===== config.mk =====
export PLATFORM = sky130hd
export DESIGN_NAME = positional_array_list
export DESIGN_NICKNAME = d
export VERILOG_FILES = /design/src/hdl/pal_pkg.sv /design/src/hdl/pal_ram.sv /design/src/hdl/pal_dp.sv /design/src/hdl/pal_ctrl.sv /design/src/hdl/positional_array_list.sv
export SDC_FILE = /design/constraint.sdc
export NUM_CORES = 2
export LEC_CHECK = 0
export BUFFER_PORTS_ARGS = -buffer_cell sky130_fd_sc_hd__clkbuf_2
export CAP_MARGIN = 30
export CORE_ASPECT_RATIO = 1.1
export CORE_MARGIN = 8
export CORE_UTILIZATION = 50
export CTS_CLUSTER_SIZE = 40
export DETAILED_ROUTE_END_ITERATION = 7
export PLACE_DENSITY = 0.65
export SETUP_SLACK_MARGIN = 0.4
export SYNTH_ARGS = -nofsm -noshare
export SYNTH_HDL_FRONTEND = slang
export SYNTH_SLANG_ARGS = --single-unit

===== constraint.sdc =====
create_clock -name aclk -period 8.07 [get_ports aclk]
set_clock_uncertainty 0.05 [all_clocks]
set_input_delay 1.2105 -clock aclk [delete_from_list [all_inputs] [get_ports aclk]]
set_output_delay 1.2105 -clock aclk [all_outputs]
set_load 0.02 [all_outputs]

===== src/hdl/pal_pkg.sv =====
// Package for the positional array list: constants, action codes, beat and control types.
`timescale 1ns / 1ps
`default_nettype none
package pal_pkg;

    localparam int LIST_DEPTH = 64;
    localparam int ELEM_W     = 32;
    localparam int ADDR_W     = (LIST_DEPTH > 1) ? $clog2(LIST_DEPTH) : 1;
    localparam int CNT_W      = 7;
    localparam int ACT_W      = 3;
    localparam int DATA_W     = 32;

    localparam logic [CNT_W-1:0] CAP_RESET = CNT_W'(64);
    localparam logic [CNT_W-1:0] CAP_MAX   = CNT_W'(LIST_DEPTH);

    localparam logic [ACT_W-1:0] ACT_READ   = 3'd0;
    localparam logic [ACT_W-1:0] ACT_WRITE  = 3'd1;
    localparam logic [ACT_W-1:0] ACT_INSERT = 3'd2;
    localparam logic [ACT_W-1:0] ACT_APPEND = 3'd3;
    localparam logic [ACT_W-1:0] ACT_DELETE = 3'd4;
    localparam logic [ACT_W-1:0] ACT_CLEAR  = 3'd5;

    typedef struct packed {
        logic [ACT_W-1:0]  action;
        logic [CNT_W-1:0]  position;
        logic [DATA_W-1:0] value;
    } in_beat_t;

    typedef struct packed {
        logic              ok;
        logic [DATA_W-1:0] read_data;
        logic [CNT_W-1:0]  count;
        logic              empty_res;
    } out_beat_t;

    typedef struct packed {
        logic load;      // latch the input beat
        logic eval;      // check the position, set up the index
        logic rd_pos;    // read the addressed slot
        logic wr_pos;    // overwrite the addressed slot
        logic sh_rd;     // shift loop: read source slot
        logic sh_wr;     // shift loop: write destination slot, step index
        logic ins_tail;  // write the new element at the insert slot
        logic rd_cap;    // capture read data
        logic commit;    // update length, load the result register
    } ctl_cmd_t;

    typedef struct packed {
        logic [ACT_W-1:0] act;
        logic             ok_now;
        logic             more;
    } dp_stat_t;

endpackage
`default_nettype wire


===== src/hdl/pal_ram.sv =====
// Generic single-write, single-read RAM with registered read data.
`timescale 1ns / 1ps
`default_nettype none
module pal_ram #(
    parameter int WIDTH = 32,
    parameter int DEPTH = 64
) (
    input  wire logic                                    aclk,
    input  wire logic                                    we,
    input  wire logic [((DEPTH > 1) ? $clog2(DEPTH) : 1)-1:0] waddr,
    input  wire logic [WIDTH-1:0]                        wdata,
    input  wire logic                                    re,
    input  wire logic [((DEPTH > 1) ? $clog2(DEPTH) : 1)-1:0] raddr,
    output logic      [WIDTH-1:0]                        rdata
);

    logic [WIDTH-1:0] mem [DEPTH];

    always_ff @(posedge aclk) begin
        if (we) begin
            mem[waddr] <= wdata;
        end
        if (re) begin
            rdata <= mem[raddr];
        end
    end

endmodule
`default_nettype wire


===== src/hdl/pal_dp.sv =====
// Datapath: operand registers, length and capacity, slot RAM, shift index and result register.
`timescale 1ns / 1ps
`default_nettype none
module pal_dp (
    input  wire logic                      aclk,
    input  wire logic                      aresetn,
    input  wire logic                      cfg_we,
    input  wire logic [pal_pkg::CNT_W-1:0] cfg_wdata,
    input  wire pal_pkg::in_beat_t         s_data,
    input  wire pal_pkg::ctl_cmd_t         cmd,
    output pal_pkg::dp_stat_t              stat,
    output pal_pkg::out_beat_t             m_data
);
    import pal_pkg::*;

    logic [ACT_W-1:0]  act_reg;
    logic [CNT_W-1:0]  pos_reg;
    logic [ELEM_W-1:0] val_reg;
    logic [CNT_W-1:0]  fill_reg, fill_next;
    logic [CNT_W-1:0]  cap_reg;
    logic [CNT_W-1:0]  idx_reg;
    logic [ELEM_W-1:0] rd_reg;
    logic              ok_reg;
    out_beat_t         out_reg;

    logic [CNT_W-1:0]  cap_eff;
    logic              is_ins;
    logic [CNT_W-1:0]  ins_pos;
    logic              pos_in_range;
    logic              ins_in_range;
    logic              ok_now;

    logic              ram_we, ram_re;
    logic [ADDR_W-1:0] ram_waddr, ram_raddr;
    logic [ELEM_W-1:0] ram_wdata, ram_q;
    logic [CNT_W-1:0]  pos_m1, ins_m1, idx_m1;

    assign cap_eff      = (cap_reg > CAP_MAX) ? CAP_MAX : cap_reg;
    assign is_ins       = (act_reg == ACT_INSERT) || (act_reg == ACT_APPEND);
    assign ins_pos      = (act_reg == ACT_APPEND) ? fill_reg + CNT_W'(1) : pos_reg;
    assign pos_in_range = (pos_reg != '0) && (pos_reg <= fill_reg);
    assign ins_in_range = (ins_pos != '0) && (ins_pos <= fill_reg + CNT_W'(1))
                          && (fill_reg < cap_eff);

    always_comb begin
        case (act_reg)
            ACT_READ, ACT_WRITE, ACT_DELETE: ok_now = pos_in_range;
            ACT_INSERT, ACT_APPEND:          ok_now = ins_in_range;
            ACT_CLEAR:                       ok_now = 1'b1;
            default:                         ok_now = 1'b0;
        endcase
    end

    assign stat.act    = act_reg;
    assign stat.ok_now = ok_now;
    assign stat.more   = is_ins ? (idx_reg >= ins_pos) : (idx_reg < fill_reg);

    assign pos_m1 = pos_reg - CNT_W'(1);
    assign ins_m1 = ins_pos - CNT_W'(1);
    assign idx_m1 = idx_reg - CNT_W'(1);

    assign ram_re    = cmd.rd_pos | cmd.sh_rd;
    assign ram_raddr = cmd.rd_pos ? pos_m1[ADDR_W-1:0]
                     : (is_ins ? idx_m1[ADDR_W-1:0] : idx_reg[ADDR_W-1:0]);
    assign ram_we    = cmd.wr_pos | cmd.sh_wr | cmd.ins_tail;
    assign ram_wdata = cmd.sh_wr ? ram_q : val_reg;

    always_comb begin
        if (cmd.sh_wr) begin
            ram_waddr = is_ins ? idx_reg[ADDR_W-1:0] : idx_m1[ADDR_W-1:0];
        end else if (cmd.ins_tail) begin
            ram_waddr = ins_m1[ADDR_W-1:0];
        end else begin
            ram_waddr = pos_m1[ADDR_W-1:0];
        end
    end

    pal_ram #(
        .WIDTH (ELEM_W),
        .DEPTH (LIST_DEPTH)
    ) u_slots (
        .aclk  (aclk),
        .we    (ram_we),
        .waddr (ram_waddr),
        .wdata (ram_wdata),
        .re    (ram_re),
        .raddr (ram_raddr),
        .rdata (ram_q)
    );

    always_comb begin
        fill_next = fill_reg;
        if (cmd.commit && ok_reg) begin
            case (act_reg)
                ACT_INSERT, ACT_APPEND: fill_next = fill_reg + CNT_W'(1);
                ACT_DELETE:             fill_next = fill_reg - CNT_W'(1);
                ACT_CLEAR:              fill_next = '0;
                default:                fill_next = fill_reg;
            endcase
        end
    end

    always_ff @(posedge aclk) begin
        if (!aresetn) begin
            cap_reg  <= CAP_RESET;
            fill_reg <= '0;
        end else begin
            if (cfg_we) begin
                cap_reg <= cfg_wdata;
            end
            fill_reg <= fill_next;
        end
    end

    always_ff @(posedge aclk) begin
        if (cmd.load) begin
            act_reg <= s_data.action;
            pos_reg <= s_data.position;
            val_reg <= s_data.value[ELEM_W-1:0];
        end
        if (cmd.eval) begin
            ok_reg  <= ok_now;
            rd_reg  <= '0;
            idx_reg <= is_ins ? fill_reg : pos_reg;
        end
        if (cmd.sh_wr) begin
            idx_reg <= is_ins ? idx_m1 : idx_reg + CNT_W'(1);
        end
        if (cmd.rd_cap) begin
            rd_reg <= ram_q;
        end
        if (cmd.commit) begin
            out_reg.ok        <= ok_reg;
            out_reg.read_data <= DATA_W'(rd_reg);
            out_reg.count     <= fill_next;
            out_reg.empty_res <= (fill_next == '0);
        end
    end

    assign m_data = out_reg;

endmodule
`default_nettype wire


===== src/hdl/pal_ctrl.sv =====
// Controller: sequences each operation and owns the handshake flags.
`timescale 1ns / 1ps
`default_nettype none
module pal_ctrl (
    input  wire logic              aclk,
    input  wire logic              aresetn,
    input  wire logic              s_valid,
    output logic                   s_ready,
    output logic                   m_valid,
    input  wire logic              m_ready,
    input  wire pal_pkg::dp_stat_t stat,
    output pal_pkg::ctl_cmd_t      cmd
);
    import pal_pkg::*;

    typedef enum logic [2:0] {
        S_IDLE,
        S_EXEC,
        S_RDWAIT,
        S_SH_RD,
        S_SH_WR,
        S_FINISH
    } state_t;

    state_t state_reg, state_next;
    logic   m_valid_reg, m_valid_next;
    logic   is_ins, is_shift;

    assign is_ins   = (stat.act == ACT_INSERT) || (stat.act == ACT_APPEND);
    assign is_shift = is_ins || (stat.act == ACT_DELETE);
    assign s_ready  = (state_reg == S_IDLE);
    assign m_valid  = m_valid_reg;

    always_comb begin
        state_next   = state_reg;
        m_valid_next = m_valid_reg;
        cmd          = '0;
        if (m_valid_reg && m_ready) begin
            m_valid_next = 1'b0;
        end
        case (state_reg)
            S_IDLE: begin
                if (s_valid) begin
                    cmd.load   = 1'b1;
                    state_next = S_EXEC;
                end
            end
            S_EXEC: begin
                cmd.eval   = 1'b1;
                state_next = S_FINISH;
                if (stat.ok_now) begin
                    if (stat.act == ACT_READ) begin
                        cmd.rd_pos = 1'b1;
                        state_next = S_RDWAIT;
                    end else if (stat.act == ACT_WRITE) begin
                        cmd.wr_pos = 1'b1;
                    end else if (is_shift) begin
                        state_next = S_SH_RD;
                    end
                end
            end
            S_RDWAIT: begin
                cmd.rd_cap = 1'b1;
                state_next = S_FINISH;
            end
            S_SH_RD: begin
                if (stat.more) begin
                    cmd.sh_rd  = 1'b1;
                    state_next = S_SH_WR;
                end else begin
                    cmd.ins_tail = is_ins;
                    state_next   = S_FINISH;
                end
            end
            S_SH_WR: begin
                cmd.sh_wr  = 1'b1;
                state_next = S_SH_RD;
            end
            S_FINISH: begin
                if (!m_valid_reg || m_ready) begin
                    cmd.commit   = 1'b1;
                    m_valid_next = 1'b1;
                    state_next   = S_IDLE;
                end
            end
            default: begin
                state_next = S_IDLE;
            end
        endcase
    end

    always_ff @(posedge aclk) begin
        if (!aresetn) begin
            state_reg   <= S_IDLE;
            m_valid_reg <= 1'b0;
        end else begin
            state_reg   <= state_next;
            m_valid_reg <= m_valid_next;
        end
    end

endmodule
`default_nettype wire


===== src/hdl/positional_array_list.sv =====
// Top level of the positional array list: controller, datapath and checks.
//
//  channel   ports                    beat
//  input     s_valid/s_ready/s_data   action, position, value
//  result    m_valid/m_ready/m_data   ok, read_data, count, empty_res
//  config    cfg_we/cfg_wdata         capacity, no handshake
//
// Write, clear and rejected items pass from S_EXEC straight to S_FINISH; a read
// adds S_RDWAIT; insert/append/delete add a slot read state then a slot write
// state per element moved (registered-read slot RAM).
// Synchronous active-low reset empties the list and sets capacity to 64.
// A finished result waits in the output register; the next beat is taken
// meanwhile and holds in its last cycle until the result is taken.
`timescale 1ns / 1ps
`default_nettype none
module positional_array_list (
    input  wire logic                      aclk,
    input  wire logic                      aresetn,
    input  wire logic                      cfg_we,
    input  wire logic [pal_pkg::CNT_W-1:0] cfg_wdata,
    input  wire logic                      s_valid,
    output logic                           s_ready,
    input  wire pal_pkg::in_beat_t         s_data,
    output logic                           m_valid,
    input  wire logic                      m_ready,
    output pal_pkg::out_beat_t             m_data
);
    import pal_pkg::*;

    ctl_cmd_t cmd;
    dp_stat_t stat;

    pal_ctrl u_ctrl (
        .aclk    (aclk),
        .aresetn (aresetn),
        .s_valid (s_valid),
        .s_ready (s_ready),
        .m_valid (m_valid),
        .m_ready (m_ready),
        .stat    (stat),
        .cmd     (cmd)
    );

    pal_dp u_dp (
        .aclk      (aclk),
        .aresetn   (aresetn),
        .cfg_we    (cfg_we),
        .cfg_wdata (cfg_wdata),
        .s_data    (s_data),
        .cmd       (cmd),
        .stat      (stat),
        .m_data    (m_data)
    );

    a_busy_after_accept: assert property (@(posedge aclk) disable iff (!aresetn)
        (s_valid && s_ready) |=> !s_ready)
        else $error("input accepted while an item was in progress");

    a_count_bound: assert property (@(posedge aclk) disable iff (!aresetn)
        m_valid |-> (m_data.count <= CAP_MAX))
        else $error("length beyond storage depth");

    a_empty_flag: assert property (@(posedge aclk) disable iff (!aresetn)
        m_valid |-> (m_data.empty_res == (m_data.count == '0)))
        else $error("empty flag disagrees with length");

    a_fail_no_data: assert property (@(posedge aclk) disable iff (!aresetn)
        (m_valid && !m_data.ok) |-> (m_data.read_data == '0))
        else $error("read data on a rejected beat");

endmodule
`default_nettype wire


Word-level counts from Yosys, hierarchy flattened
Memories as Yosys holds them, arrays and structs flattened. A register that Yosys moved wholly into a read port is not among the register bits.
Cells that the tools add are included.

storage, ports and cells
  bits in writable memories = 2048
  register bits after elaboration = 141
  output and inout port bits = 43
  memories = 1
  logic and storage cells = 107
  bits of input ports = 54

cells by class
  bitwise gates (word level) = 3
  multiplexer cells = 46
  reductions and logical operators = 19
  add/subtract/negate cells = 6
  equality and inequality tests = 12
  magnitude comparators = 6

memory list
  name              words  width  read ports  clocked after memory_dff  wr ports  line           source
  u_dp.u_slots.mem  64     32     1           1                         1         pal_ram.sv:17  logic [WIDTH-1:0] mem [DEPTH];

operators with widths
  operator                                                            number
  32-bit two-way mux                                                  3
  7-bit two-way mux                                                   7
  6-bit two-way mux                                                   5
  3-bit two-way mux                                                   7
  7-bit case mux with 3 select lines                                  1
  1-bit two-way mux                                                   20
  3-bit case mux with 6 select lines                                  1
  7-bit by 1-bit adder with 7-bit output, second input constant       2
  7-bit less-or-equal comparator                                      2
  7-bit < comparator                                                  2
  7-bit nonzero test                                                  2
  7-bit by 1-bit subtractor with 7-bit output, second input constant  2
  3-bit by 2-bit == test with 1-bit output, second input constant     4
  3-bit == test, second input constant                                4
  6-bit by 1-bit subtractor with 6-bit output, second input constant  2
  7-bit greater-or-equal comparator                                   1
  7-bit > comparator, second input constant                           1
  7-bit logical NOT                                                   1
  3-bit by 1-bit == test with 1-bit output, second input constant     2
  3-bit logical NOT                                                   2
  1-bit logical AND                                                   5
  2-bit nonzero test                                                  2
  1-bit logical OR                                                    3
  1-bit bitwise OR                                                    3
  8 further kinds                                                     8

Logic depth before layout (Yosys ltp)
  depth after elaboration = 12
  depth in mapped cells = 19

Hierarchy
From an unflattened synthesis, not the netlist that was laid out.

second synthesis, totals
  cells, all modules = 3933
  area, all modules = 86115.1 um^2

by module, submodules not included
  module    cells an instance  times used  area each (um^2)
  pal_ram   3324               1           78835.6
  pal_dp    566                1           6919.1
  pal_ctrl  43                 1           360.3

Worst setup path before layout
Ideal clock, no wire load.

  kind = register -> register
  start point = register u_dp.act_reg[1]
  end point = memory u_dp.u_slots.mem[33][0], enable pin
  cell stages (with the launch flop) = 19
  setup slack = 2.448 ns
  data arrival time = 5.151 ns
  buffers on the path = 2
  path through = edfxtp_1 -> nor2b_1 -> and2_1 -> clkbuf_1 -> a21boi_0 -> inv_1 -> ha_1 -> nand2b_1 -> a21o_1 -> a21o_1 -> a21o_1 -> a21o_1 -> a21oi_1 -> o211ai_1 -> mux2_2 -> o21a_1 -> or3_1 -> clkbuf_1 -> nor2_1

on the way
  cells in the longest elaborated chain, start to end = 12

RTL lines
  what                                                                  line            source
  start: declaration                                                    pal_dp.sv:16    logic [ACT_W-1:0] act_reg;
  start signal: assignment                                              pal_dp.sv:117   act_reg <= s_data.action;
  3-bit by 2-bit == test with 1-bit output                              -
  7-bit two-way mux                                                     pal_dp.sv:40    assign ins_pos = (act_reg == ACT_APPEND) ? fill_reg + CNT_W'(1) : pos_reg;
  7-bit less-or-equal comparator or 7-bit nonzero test (tied branches)  pal_dp.sv:42    assign ins_in_range = (ins_pos != '0) && (ins_pos <= fill_reg + CNT_W'(1))
  1-bit logical AND                                                     pal_dp.sv:42
  1-bit logical AND                                                     pal_dp.sv:43    && (fill_reg < cap_eff);
  1-bit case mux with 3 select lines                                    pal_dp.sv:46    case (act_reg)
  2-bit two-way mux                                                     pal_ctrl.sv:51  if (stat.ok_now) begin
  3-bit two-way mux                                                     pal_ctrl.sv:41  case (state_reg)
  1-bit bitwise OR (2 in series)                                        pal_dp.sv:65    assign ram_we = cmd.wr_pos | cmd.sh_wr | cmd.ins_tail;
  1-bit two-way mux                                                     pal_ram.sv:20   if (we) begin
  1-bit two-way mux (not written as such)                               pal_ram.sv:21   mem[waddr] <= wdata;
  end: declaration                                                      pal_ram.sv:17

Parallel ways exist; a longest one is shown, timed or not.

Final worst setup path
  start point = register u_dp.act_reg[2]
  end point = memory u_dp.u_slots.mem[63][8], enable pin

The elaborated chain is that of the path after synthesis.

==> results by group <==
Floorplan
  – Starting density of the core: 0.5028
  – Die width: roughly 420 um
  – I/O pin total: 97
  – Die Ht: between 400 and 500 um
  – Row Count: approximately 160
  – Die footprint: 191,700 um2
  – Core Area: about 180,000 um2

Placement
  – Detailed Place HPWL: approximately 150 mm
  – Cells after DPL: between 8,000 and 9,000
  – PortBufs: 96
  – Routability cong.: between 0.9 and 1

Yosys
  – Synth Area per Inst: about 14 um2
  – EDFF count, synth: 2,203
  – Netlist Area Pre-Place: roughly 89,000 um2
  – Synth Warn #: 0
  – Netlist cell types: 57
  – Ys flop type: edfxtp_1
  – Post-synth ARST share: 0
  – Mapped Nets: roughly 6,300
  – Post-synthesis sequential area ratio: 0.7477
  – Number of synthesized register bits: 2,221
  – Cells after Synth: about 6,200

Route
  – DRT iter0 DRCs: between 8,000 and 9,000
  – Residual DRC: 0
  – Post-DR vias/cell: around 6.2
  – Post-route ant nets: 0
  – Vias post-DR: between 50,000 and 60,000
  – WL/cell: between 20 and 30 um
  – DRT Wirelength: ~250 mm
  – Drt first pass iters: 6

Clocking
  – Htree depth: 4
  – CTS max path bufs: 3
  – Post-CTS resize count: 0
  – Num CTS Buffers: just over 200
  – Reg clk slew, reported paths: 0.06 ns
  – Sink Count: 2,221
  – CTS root buf: clkbuf_16
  – Post-cts hold buffer count: 0
  – # Post-CTS Setup Buffers: 0
  – TritonCTS clock tree: built
  – Skew-Pair Late Insertion Delay: approximately 0.85 ns

Global route
  – Largest net degree at the start of global routing: around 130
  – Global-route wire length before repair: between 300 and 400 mm
  – Total global-route track usage: 0.2560
  – Vias in the first global route: 50,904
  – Congestion Overflow GR: 0
  – Initial antenna violation count: 6

Setup path
  – Crit end category: flop
  – Critical Path AT: about 7.5 ns
  – Critical Path Source Type: flop
  – Critical Path Fanout Max: 20
  – Crit path kind: flop to flop
  – Critical Path RT: about 8.5 ns

STA
  – Hold Slack: about 0.37 ns
  – Final setup fails: 0
  – Final Cycle Share: 0.8716
  – RSZ-0062 raised after global routing: no
  – Max-slew violation count: 0
  – Max-Slew Margin vs Limit: 0.2850
  – Final Hold Vio Count: 0
  – Highest clock rate: 142.2 MHz
  – Setup TNS: 0 ns
  – Min cycle time layout: roughly 7.0 ns
  – Worst slew pin tran: ~1.1 ns

Cells and area
  – Top flop regs: u_dp.u_slots.mem x2048, u_dp.m_data x41
  – Top reg by flops: u_dp.u_slots.mem
  – Area Overhead vs Synth: 13.22%
  – Most common cell after layout, fill and taps aside: edfxtp_1
  – Final non-filler cell total: about 8,800
  – Share of layout cells above drive strength 1: 0.1353
  – Most frequent cells in the layout: 2,203 x edfxtp_1, 1,338 x nand2_1, 557 x a21oi_1, 225 x a221oi_1, 208 x clkbuf_16
  – Filler cells: roughly 14,000
  – Post-layout util: 0.5692
  – Largest register FFs: 2,048
  – Nets: 6,384

Power and ir drop
  – Power Density: around 310 nW/um2
  – P_leak: 33.44 nW
  – Peak VDD IR: approximately 0.00024 V

Status
  – Status: finished, final reports clean

Job
  – Maxcap violations: 0

Worst hold path
  – Hold Path Class: flop to flop
-- logic make-up after synthesis --
kind of cell             count (synthesis)  synth area share
flip-flops                            2221            0.7477
multiplexers                           368           0.04577
AO/OA/AOI/OAI                         1234           0.08969
XOR/XNOR                                32          0.003150
AND/OR/NAND/NOR                       1910           0.08910
adder cells (fa/ha/maj)                 38          0.005344
buffers and inverters                  412           0.01930
-- worst max-delay path, cell delays in order (launching register included) --
cell,delay [ns]
edfxtp_1,0.51
nor2b_1,0.63
nand2_1,0.39
nand2_1,0.16
a21boi_0,0.40
inv_1,0.16
ha_1,0.29
nand2b_1,0.15
a21o_1,0.17
a21o_1,0.17
a21o_1,0.17
a21o_1,0.17
a21oi_1,0.18
o211ai_1,0.35
mux2_2,0.40
o21ai_0,0.33
and2_1,0.21
nand2_1,0.44
buf_4,0.40
nor2_4,0.53
buf_4,0.41
-- final timing paths --
path / from / endpoint / slack (ns) / depth (start not counted)
setup / recovery: u_dp.act_reg[2] / u_dp.u_slots.mem[63][8] / 1.04 / 20
hold / removal: u_dp.rd_reg[25] / u_dp.m_data[33] / 0.37 / 0
setup reg to reg: u_dp.act_reg[2] / u_dp.u_slots.mem[63][8] / 1.04 / 20
hold reg to reg: u_dp.rd_reg[25] / u_dp.m_data[33] / 0.37 / 0
-- per-layer routing --
metal	part of all wire	vias to the layer above	GRT usage	routed length, um
met1	0.42	27759	0.3873	106100
met2	0.43	3231	0.3636	108900
met3	0.12	352	0.06172	30220
met4	0.035	4	0.08664	8891
li1	-	23698	-	-
met5	0.00048	-	0.004236	122
-- power breakdown --
part	total (W)	switching [W]	internal, W
Clock	0.00960	0.00422	0.00538
Sequential	0.0135	0.0000970	0.0134
Combinational	0.00825	0.00604	0.00221
-- per-stage QoR --
stage | total power (W) | cell area [um2] | worst slack, ns
2_1_floorplan | 0.01825 | 88960 | 2.448
3_3_place_gp | 0.02161 | 92670 | 0.9471
3_5_place_dp | 0.02174 | 93940 | 0.8708
4_1_cts | 0.03120 | 100500 | 0.8665
5_1_grt | 0.03221 | 100700 | 0.6142
6_report | 0.03136 | 100700 | 1.037
-- area by class of cell --
cell class / instances / area [um2] / share of cell area
Sequential cell: 2221 / 66510 / 0.6604
Multi-Input combinational cell: 3582 / 21590 / 0.2144
Clock buffer: 257 / 5388 / 0.05349
Tap cell: 2378 / 2975 / 0.02954
Timing Repair Buffer: 259 / 2960 / 0.02939
Clock inverter: 127 / 1202 / 0.01194
Inverter: 22 / 82.58 / 0.0008199
Antenna cell: 3 / 7.507 / 0.00007453
-- synth_stat cells, drive strengths merged, types with 2 or more instances --
master	instances	area [um2]
a211oi	2	15.01
a21boi	4	30.03
a21o	12	90.09
a21oi	559	2798
a221o	33	330.3
a221oi	225	1971
a22o	128	1121
a22oi	2	20.02
a31oi	10	62.56
a32o	32	320.3
a41oi	2	17.52
and2	48	300.3
and3	67	419.2
buf	152	740.7
clkbuf	238	893.4
dfxtp	18	360.4
edfxtp	2203	66150
ha	38	475.5
inv	21	78.83
mux2	290	3266
mux2i	76	760.7
mux4	2	45.04
nand2	1375	5161
nand2b	8	50.05
nand3	146	730.7
nand3b	2	15.01
nand4	2	12.51
nor2	93	349.1
nor2b	15	93.84
nor3	144	720.7
nor3b	2	20.02
o211ai	6	50.05
o21a	4	30.03
o21ai	198	991.0
o22ai	4	25.02
o31a	4	35.03
o31ai	6	45.04
or2	3	18.77
or3	2	12.51
xnor2	22	192.7
xor2	10	87.58
Note: power is estimated with default switching activity, not from simulation.
